==> src/hdl/tsag_pkg.sv <==
`timescale 1ns / 1ps

package tsag_pkg;

  // default sizes
  localparam int TEX_BITS_DEF = 20;
  localparam int MAX_SPAN_DEF = 64;

  // fixed field widths
  localparam int ACC_W      = 32;
  localparam int WHOLE_W    = 16;
  localparam int OFS_W      = 23;
  localparam int CNT_IN_W   = 7;
  localparam int OP_W       = 2;
  localparam int IN_DATA_W  = 136;
  localparam int CFG_IDX_W  = 3;
  localparam int CFG_DATA_W = 16;

  localparam int LOG_W    = 5;
  localparam int HEIGHT_W = 12;
  localparam int STRIDE_W = 16;

  // register reset values
  localparam logic [LOG_W-1:0]    LOG_U_RST      = 5'd6;
  localparam logic [LOG_W-1:0]    LOG_V_RST      = 5'd6;
  localparam logic [LOG_W-1:0]    VERT_SHIFT_RST = 5'd26;
  localparam logic [HEIGHT_W-1:0] HEIGHT_RST     = 12'd64;
  localparam logic [STRIDE_W-1:0] STRIDE_RST     = 16'd320;

  typedef enum logic [OP_W-1:0] {
    OP_HLINE_DESC = 2'd0,
    OP_HLINE_ASC  = 2'd1,
    OP_VLINE      = 2'd2,
    OP_SPRITE     = 2'd3
  } span_op_t;

  typedef enum logic [CFG_IDX_W-1:0] {
    REG_LOG_U         = 3'd0,
    REG_LOG_V         = 3'd1,
    REG_VERT_SHIFT    = 3'd2,
    REG_SPRITE_HEIGHT = 3'd3,
    REG_DEST_STRIDE   = 3'd4
  } cfg_reg_t;

  // settings seen by the index unit
  typedef struct packed {
    logic [LOG_W-1:0]    log_u;
    logic [LOG_W-1:0]    log_v;
    logic [LOG_W-1:0]    vert_shift;
    logic [HEIGHT_W-1:0] sprite_height;
  } tex_cfg_t;

endpackage

==> src/hdl/tsag_texel_unit.sv <==
`timescale 1ns / 1ps

module tsag_texel_unit #(
  parameter int TEX_BITS = tsag_pkg::TEX_BITS_DEF
) (
  input  tsag_pkg::tex_cfg_t         cfg,
  input  tsag_pkg::span_op_t         kind,
  input  logic [tsag_pkg::ACC_W-1:0] u_acc,
  input  logic [tsag_pkg::ACC_W-1:0] v_acc,
  output logic [TEX_BITS-1:0]        texel
);
  import tsag_pkg::*;

  localparam int PROD_W = WHOLE_W + HEIGHT_W + 1;

  logic [LOG_W-1:0]         u_sh;
  logic [LOG_W-1:0]         v_sh;
  logic [ACC_W-1:0]         u_top;
  logic [ACC_W-1:0]         v_top;
  logic [ACC_W-1:0]         hline_idx;
  logic [ACC_W-1:0]         vline_idx;
  logic signed [PROD_W-1:0] prod;
  logic [ACC_W-1:0]         sprite_idx;
  logic [ACC_W-1:0]         idx;

  // 32 - log as a 5-bit shift, valid for log in 1..31
  assign u_sh  = LOG_W'(0) - cfg.log_u;
  assign v_sh  = LOG_W'(0) - cfg.log_v;
  assign u_top = (cfg.log_u == '0) ? '0 : (u_acc >> u_sh);
  assign v_top = (cfg.log_v == '0) ? '0 : (v_acc >> v_sh);

  assign hline_idx = (u_top << cfg.log_v) + v_top;
  assign vline_idx = v_acc >> cfg.vert_shift;

  // signed whole part of u times column height, plus signed whole part of v
  assign prod = PROD_W'($signed(u_acc[ACC_W-1 -: WHOLE_W]))
              * PROD_W'($signed({1'b0, cfg.sprite_height}));
  assign sprite_idx = {{(ACC_W-PROD_W){prod[PROD_W-1]}}, prod}
                    + {{(ACC_W-WHOLE_W){v_acc[ACC_W-1]}}, v_acc[ACC_W-1 -: WHOLE_W]};

  always_comb begin
    unique case (kind)
      OP_HLINE_DESC, OP_HLINE_ASC: idx = hline_idx;
      OP_VLINE:                    idx = vline_idx;
      OP_SPRITE:                   idx = sprite_idx;
      default:                     idx = sprite_idx;
    endcase
  end

  assign texel = idx[TEX_BITS-1:0];

endmodule

==> src/hdl/textured_span_address_generator_unit.sv <==
`timescale 1ns / 1ps

// channel  | dir | handshake                  | contents
// ---------+-----+----------------------------+-------------------------------------------
// cfg      | in  | cfg_we                     | cfg_index, cfg_value (register write)
// s_axis   | in  | s_tvalid / s_tready        | tuser op; tdata u/v start, u/v step, count
// m_axis   | out | m_tvalid / m_tready        | tdata texel index, pixel offset; tlast
//
// a span of n pixels (n saturated to MAX_SPAN) holds the input until its last pixel
// is loaded: one pixel per cycle from the shared index unit and the step adders,
// pausing on stalls; the first pixel is valid after the state and output registers
// s_tready is high only between spans; a zero-pixel span is taken without leaving idle
// the output register holds a pixel while m_tready is low and the span pauses
// rst is synchronous and returns the registers to their defaults and the block to idle

module textured_span_address_generator_unit #(
  parameter int TEX_BITS = tsag_pkg::TEX_BITS_DEF,
  parameter int MAX_SPAN = tsag_pkg::MAX_SPAN_DEF,
  localparam int OUT_W = ((TEX_BITS + tsag_pkg::OFS_W + 7) / 8) * 8
) (
  input  logic                            clk,
  input  logic                            rst,
  input  logic                            cfg_we,
  input  logic [tsag_pkg::CFG_IDX_W-1:0]  cfg_index,
  input  logic [tsag_pkg::CFG_DATA_W-1:0] cfg_value,
  input  logic                            s_tvalid,
  output logic                            s_tready,
  // u_start, v_start, u_step, v_step, pixel_count, zero pad
  input  logic [tsag_pkg::IN_DATA_W-1:0]  s_tdata,
  // op
  input  logic [tsag_pkg::OP_W-1:0]       s_tuser,
  output logic                            m_tvalid,
  input  logic                            m_tready,
  // texel_index, pixel_offset, zero pad
  output logic [OUT_W-1:0]                m_tdata,
  output logic                            m_tlast
);
  import tsag_pkg::*;

  localparam int CNT_W = $clog2(MAX_SPAN + 1);

  typedef enum logic [1:0] {
    ST_IDLE = 2'b01,
    ST_RUN  = 2'b10
  } state_t;

  state_t state;

  // configuration registers
  logic [LOG_W-1:0]    log_u;
  logic [LOG_W-1:0]    log_v;
  logic [LOG_W-1:0]    vert_shift;
  logic [HEIGHT_W-1:0] sprite_height;
  logic [STRIDE_W-1:0] dest_stride;
  tex_cfg_t            tex_cfg;

  // span state
  span_op_t         kind;
  logic [ACC_W-1:0] u_acc;
  logic [ACC_W-1:0] v_acc;
  logic [ACC_W-1:0] u_inc;
  logic [ACC_W-1:0] v_inc;
  logic [CNT_W-1:0] pix_left;
  logic [OFS_W-1:0] pix_pos;

  logic [ACC_W-1:0] u_acc_next;
  logic [ACC_W-1:0] v_acc_next;
  logic [OFS_W-1:0] pix_pos_next;

  // output register
  logic                out_valid;
  logic [TEX_BITS-1:0] out_texel;
  logic [OFS_W-1:0]    out_pos;
  logic                out_last;

  logic                texel;
  logic [TEX_BITS-1:0] texel_idx;
  logic                start;
  logic                load;
  logic                last_pix;
  logic [CNT_IN_W-1:0] in_cnt;
  logic [CNT_W-1:0]    start_cnt;

  // input item fields
  assign in_cnt = s_tdata[4*ACC_W +: CNT_IN_W];
  assign start_cnt = (in_cnt > CNT_IN_W'(MAX_SPAN)) ? CNT_W'(MAX_SPAN) : CNT_W'(in_cnt);

  assign s_tready = (state == ST_IDLE);
  assign start    = s_tvalid && s_tready;

  // a pixel moves into the output register when it is empty or being drained
  assign load     = (state == ST_RUN) && (!out_valid || m_tready);
  assign last_pix = (pix_left == CNT_W'(1));
  assign texel    = load;

  assign tex_cfg = '{log_u: log_u, log_v: log_v, vert_shift: vert_shift,
                     sprite_height: sprite_height};

  // shared index unit, reused for every pixel of the span
  tsag_texel_unit #(
    .TEX_BITS(TEX_BITS)
  ) u_texel (
    .cfg  (tex_cfg),
    .kind (kind),
    .u_acc(u_acc),
    .v_acc(v_acc),
    .texel(texel_idx)
  );

  // accumulator and destination stepping per span kind
  always_comb begin
    u_acc_next   = u_acc;
    v_acc_next   = v_acc;
    pix_pos_next = pix_pos;
    unique case (kind)
      OP_HLINE_DESC: begin
        u_acc_next   = u_acc - u_inc;
        v_acc_next   = v_acc - v_inc;
        pix_pos_next = pix_pos - OFS_W'(1);
      end
      OP_HLINE_ASC: begin
        u_acc_next   = u_acc + u_inc;
        v_acc_next   = v_acc + v_inc;
        pix_pos_next = pix_pos + OFS_W'(1);
      end
      OP_VLINE: begin
        v_acc_next   = v_acc + v_inc;
        pix_pos_next = pix_pos + OFS_W'(dest_stride);
      end
      OP_SPRITE: begin
        u_acc_next   = u_acc + u_inc;
        v_acc_next   = v_acc + v_inc;
        pix_pos_next = pix_pos + OFS_W'(dest_stride);
      end
      default: begin
        u_acc_next   = u_acc;
        v_acc_next   = v_acc;
        pix_pos_next = pix_pos;
      end
    endcase
  end

  // control and configuration
  always_ff @(posedge clk) begin
    if (rst) begin
      state         <= ST_IDLE;
      out_valid     <= 1'b0;
      pix_left      <= '0;
      log_u         <= LOG_U_RST;
      log_v         <= LOG_V_RST;
      vert_shift    <= VERT_SHIFT_RST;
      sprite_height <= HEIGHT_RST;
      dest_stride   <= STRIDE_RST;
    end else begin
      if (cfg_we) begin
        unique case (cfg_index)
          REG_LOG_U:         log_u         <= cfg_value[LOG_W-1:0];
          REG_LOG_V:         log_v         <= cfg_value[LOG_W-1:0];
          REG_VERT_SHIFT:    vert_shift    <= cfg_value[LOG_W-1:0];
          REG_SPRITE_HEIGHT: sprite_height <= cfg_value[HEIGHT_W-1:0];
          REG_DEST_STRIDE:   dest_stride   <= cfg_value[STRIDE_W-1:0];
          default: ;
        endcase
      end

      unique case (state)
        ST_IDLE: begin
          if (start && (start_cnt != '0)) begin
            state <= ST_RUN;
          end
        end
        ST_RUN: begin
          if (load && last_pix) begin
            state <= ST_IDLE;
          end
        end
        default: state <= ST_IDLE;
      endcase

      if (texel) begin
        out_valid <= 1'b1;
      end else if (m_tready) begin
        out_valid <= 1'b0;
      end

      if (start) begin
        pix_left <= start_cnt;
      end else if (load) begin
        pix_left <= pix_left - CNT_W'(1);
      end
    end
  end

  // span payload and output data
  always_ff @(posedge clk) begin
    if (start) begin
      kind    <= span_op_t'(s_tuser);
      u_acc   <= s_tdata[0*ACC_W +: ACC_W];
      v_acc   <= s_tdata[1*ACC_W +: ACC_W];
      u_inc   <= s_tdata[2*ACC_W +: ACC_W];
      v_inc   <= s_tdata[3*ACC_W +: ACC_W];
      pix_pos <= '0;
    end else if (load) begin
      u_acc   <= u_acc_next;
      v_acc   <= v_acc_next;
      pix_pos <= pix_pos_next;
    end

    if (load) begin
      out_texel <= texel_idx;
      out_pos   <= pix_pos;
      out_last  <= last_pix;
    end
  end

  assign m_tvalid = out_valid;
  assign m_tdata  = OUT_W'({out_pos, out_texel});
  assign m_tlast  = out_last;

`ifndef SYNTHESIS
  // a running span always has pixels left to send
  assert property (@(posedge clk) disable iff (rst)
    (state == ST_RUN) |-> (pix_left != '0))
    else $error("span running with no pixels left");

  // sending the final pixel ends the span
  assert property (@(posedge clk) disable iff (rst)
    (load && last_pix) |=> (state == ST_IDLE))
    else $error("span did not end after its final pixel");

  // a zero-pixel span produces nothing
  assert property (@(posedge clk) disable iff (rst)
    (start && (in_cnt == '0)) |=> ((state == ST_IDLE) && !$rose(out_valid)))
    else $error("empty span started work");

  // the output register only fills from a running span
  assert property (@(posedge clk) disable iff (rst)
    $rose(out_valid) |-> $past(state == ST_RUN))
    else $error("output item appeared outside a span");
`endif

endmodule

==> config.mk <==
export PLATFORM = sky130hd
export DESIGN_NAME = textured_span_address_generator_unit
export DESIGN_NICKNAME = d
export VERILOG_FILES = /design/src/hdl/tsag_pkg.sv /design/src/hdl/tsag_texel_unit.sv /design/src/hdl/textured_span_address_generator_unit.sv
export SDC_FILE = /design/constraint.sdc
export NUM_CORES = 1
export LEC_CHECK = 0
export BUFFER_PORTS_ARGS = -buffer_cell sky130_fd_sc_hd__buf_2
export CAP_MARGIN = 20
export CORE_UTILIZATION = 55
export CTS_BUF_LIST = sky130_fd_sc_hd__clkbuf_4 sky130_fd_sc_hd__clkbuf_8
export DETAILED_ROUTE_END_ITERATION = 16
export PLACE_DENSITY = 0.83
export SYNTH_ARGS = -nofsm -noshare
export SYNTH_HDL_FRONTEND = slang
export SYNTH_SLANG_ARGS = --single-unit
==> constraint.sdc <==
create_clock -name clk -period 6.55 [get_ports clk]
set_input_delay 0.9825 -clock clk [delete_from_list [all_inputs] [get_ports clk]]
set_output_delay 0.9825 -clock clk [all_outputs]
set_load 0.005 [all_outputs]
==> flow_summary_export.csv <==
group,metric,value,unit
floorplanning,die_h,220,microns
setup_path,cp-startpoint,"u_acc[18]",
setup_path,cp-start-kind,"flop",
layout,seq_area,6750,sq um
logic_synthesis,syn_area,26200,sq um
grt,grt_pass1_vias,22900,
timing,fin_crit_sh,96.5,%
timing,max_freq,0.158,GHz
clock_tree,cts.clk_slew.worst_paths,0.06,ns
logic_synthesis,synth-async-reset-ratio,0,%
layout,final_util,61.8,%
clock_tree,cts_tree,"done",
route,vias_per_cell,6.20,
power_and_ir_drop,p_leak,0.0128,uW
setup_path,slowest_stage,"edfxtp_1",
route,finalWirelength,77300,microns
timing,fin_setup_tns,0,ns
setup_path,cp.required,6.90,ns
logic_synthesis,synth_cells,2956,
min_path,min_from,"dest_stride[0]",
floorplanning,die_area,48500,sq um
route,drcViolationCount,0,
place,dpl.hpwl,59700,microns
route,postRouteAntennaNets,0,
route,first_pass_iters,6,
floorplanning,io_pins,213,
logic_synthesis,synth_seq_area_share,25.7,%
floorplanning,placementRows,79,
logic_synthesis,synth_cell_types,78,
timing,rsz0062_at_grt,"false",
layout,fillers,3906,
timing,drv_slew,0,
layout,area_growth_syn_to_layout,10.2,%
layout,layout-drive-gt1-share,15.1,%
timing,setup_viol,0,
floorplanning,die_w,220,microns
layout,multi_input_area,17900,sq um
clock_tree,cts_buffers,45,
setup_path,max_stage_delay,0.68,ns
setup_path,critPathCaptureType,"flop",
grt,grt_use_total,31.5,%
power_and_ir_drop,ir_worst_vdd,0.213,mV
layout,final_area,28900,sq um
setup_path,cp.arrival,6.67,ns
layout,final_cell_mix,"nand2_1, inv_1, a21oi_1",
setup_path,cp_cell_sequence,"and2_1 > fa_1 > inv_1 > fa_1 > inv_1 > ha_1 > ha_1 > inv_1 > fa_1 > fa_1 > inv_1 > ha_1 > a2111oi_0 > buf_4 > o21ai_0 > a211oi_1 > o21ai_0 > a41oi_1 > xor2_1 > o221ai_1",
logic_synthesis,yosys_warnings,0,
grt,antenna_found_initial,1,
logic_synthesis,synth_area_leaders,"edfxtp_1, fa_1, ha_1, mux4_2, dfxtp_1",
clock_tree,clk_latency,0.64,ns
grt,grt_pass1_wl,120000,microns
place,place.port_buffers,206,
layout,layout_commonest_cell,"nand2_1",
clock_tree,cts_max_path_buffers,3,
layout,final_nets,3585,
timing,hold_viol,0,
setup_path,reg2reg_from,"u_acc[18]",
outcome,outcome,"completed",
place,placed_cell_area,27900,sq um
place,finalWeightedCongestion,1.01,
grt,grt_overflow,0,
route,num_vias,23300,
logic_synthesis,ys_ff_latch,250,
clock_tree,clkSinkCount,250,
timing,tightest_slew,1.10,ns
flow_run,maxCapViolCount,0,
clock_tree,postCtsSetupRepairBufs,0,
logic_synthesis,synthFlopType,"edfxtp_1",
logic_synthesis,yosys.area.top_type_share,19.9,%
timing,final.min_clock_period,6.32,ns
clock_tree,cts-htree-levels,2,
timing,hold_slack,0.453,ns
power_and_ir_drop,power_density,264,nW/um^2
logic_synthesis,yosys.area.top_type,"edfxtp_1",
route,drt_iter0_drc,2244,
floorplanning,core_area,46800,sq um
route,wl_per_cell,20.5,microns
setup_path,cp_max_fo,13,
logic_synthesis,syn_area_per_cell,8.87,sq um
logic_synthesis,synth_edf_count,174,
timing,maxSlewHeadroom,26.7,%
floorplanning,start_util,56.1,%
grt,grt_max_degree,75,
clock_tree,root_buffer,"clkbuf_8",
timing,finClkSkew,0.0403,ns
setup_path,critical_path_class,"reg2reg",
min_path,min_path_type,"reg2reg",
registers in the layout, indices dropped and copies added (netlist names), 7 cells and up:
register and count:
dest_stride 16, out_pos 23, out_texel 20, pix_left 7, pix_pos 23, sprite_height 12, u_acc 32, u_inc 32
v_acc 32, v_inc 32
path summary, 6_finish.rpt:
| path | to | slack, ns | cells past startpoint |
|---|---|---|---|
| max | out_texel[18] | 0.23 | 20 |
| min | dest_stride[0] | 0.45 | 2 |
| max reg2reg | out_texel[18] | 0.23 | 20 |
| min reg2reg | dest_stride[0] | 0.45 | 2 |
cell usage after synthesis, types with 40 or more instances:
| master | number |
|---|---|
| dfxtp_1 | 76 |
| a21o_1 | 49 |
| nand3_1 | 40 |
| o21ai_0 | 144 |
| inv_1 | 251 |
| a21oi_1 | 228 |
| clkbuf_1 | 127 |
| fa_1 | 137 |
| ha_1 | 166 |
| xor2_1 | 91 |
| xnor2_1 | 94 |
| nand2_1 | 354 |
| mux2i_1 | 89 |
| mux4_2 | 70 |
| a211oi_1 | 40 |
| and2_1 | 102 |
| edfxtp_1 | 174 |
| nor3_1 | 54 |
| nor2_1 | 224 |
per-layer routing:
metal  global-route usage (%)  wire length [microns]  vias to the layer above
met3                     5.37                   5770                      211
li1                         -                      -                    10800
met5                        0                      0                        -
met1                     40.4                  31400                    11300
met4                     13.4                   3220                        0
met2                     52.5                  36900                     1032
kinds of logic after synthesis:
family / synth area share (%)
DFF: 25.7
muxes: 10.5
other: 0.0143
and+or+nand+nor: 16.5
adders and majority gates: 18.4
buffers and inverters: 6.07
AOI/OAI and AO/OA: 16.7
xor gates and xnor gates: 6.18
final cells by class:
cell class              instances  area share, %
multi-input cells            2298           62.1
flip-flops and latches        250           23.4
repair buffers                270           5.28
inverters                     255           3.32
clock buffers                  67           2.78
well taps                     607           2.63
clock inverters                15          0.554
diodes                          1        0.00866
per-stage QoR:
| step | setup WS, ns | total power (uW) | instances |
|---|---|---|---|
| 5_1_grt | 0.0314 | 8050 | 3763 |
| 6_report | 0.230 | 7630 | 3763 |
| 3_3_place_gp | 0.435 | 5760 | 3680 |
| 2_1_floorplan | 0.401 | 4800 | 2960 |
| 4_1_cts | 0.327 | 7540 | 3762 |
| 3_5_place_dp | 0.339 | 5880 | 3680 |
repair_timing:
item                       in CTS  in global routing
setup endpoints to repair       0                  2
hold buffers                    0                  0
resized for setup               0                  2
power by group:
group / total [uW] / switching [uW] / internal (uW) / leakage, uW
Sequential: 2240 / 297 / 1940 / 0.00226
Clock: 1630 / 718 / 908 / 0.000502
Combinational: 3770 / 2210 / 1550 / 0.0100
Total: 7630 / 3230 / 4400 / 0.0128
critical path: cells and delay by family (launching register included):
family,cells,cell delay (ns)
buffers and inverters,5,0.41
xor gates and xnor gates,1,0.34
and+or+nand+nor,1,0.30
AOI/OAI and AO/OA,6,1.48
adders and majority gates,7,2.81
DFF,1,0.68
Note: power is estimated with default switching activity, not from simulation.
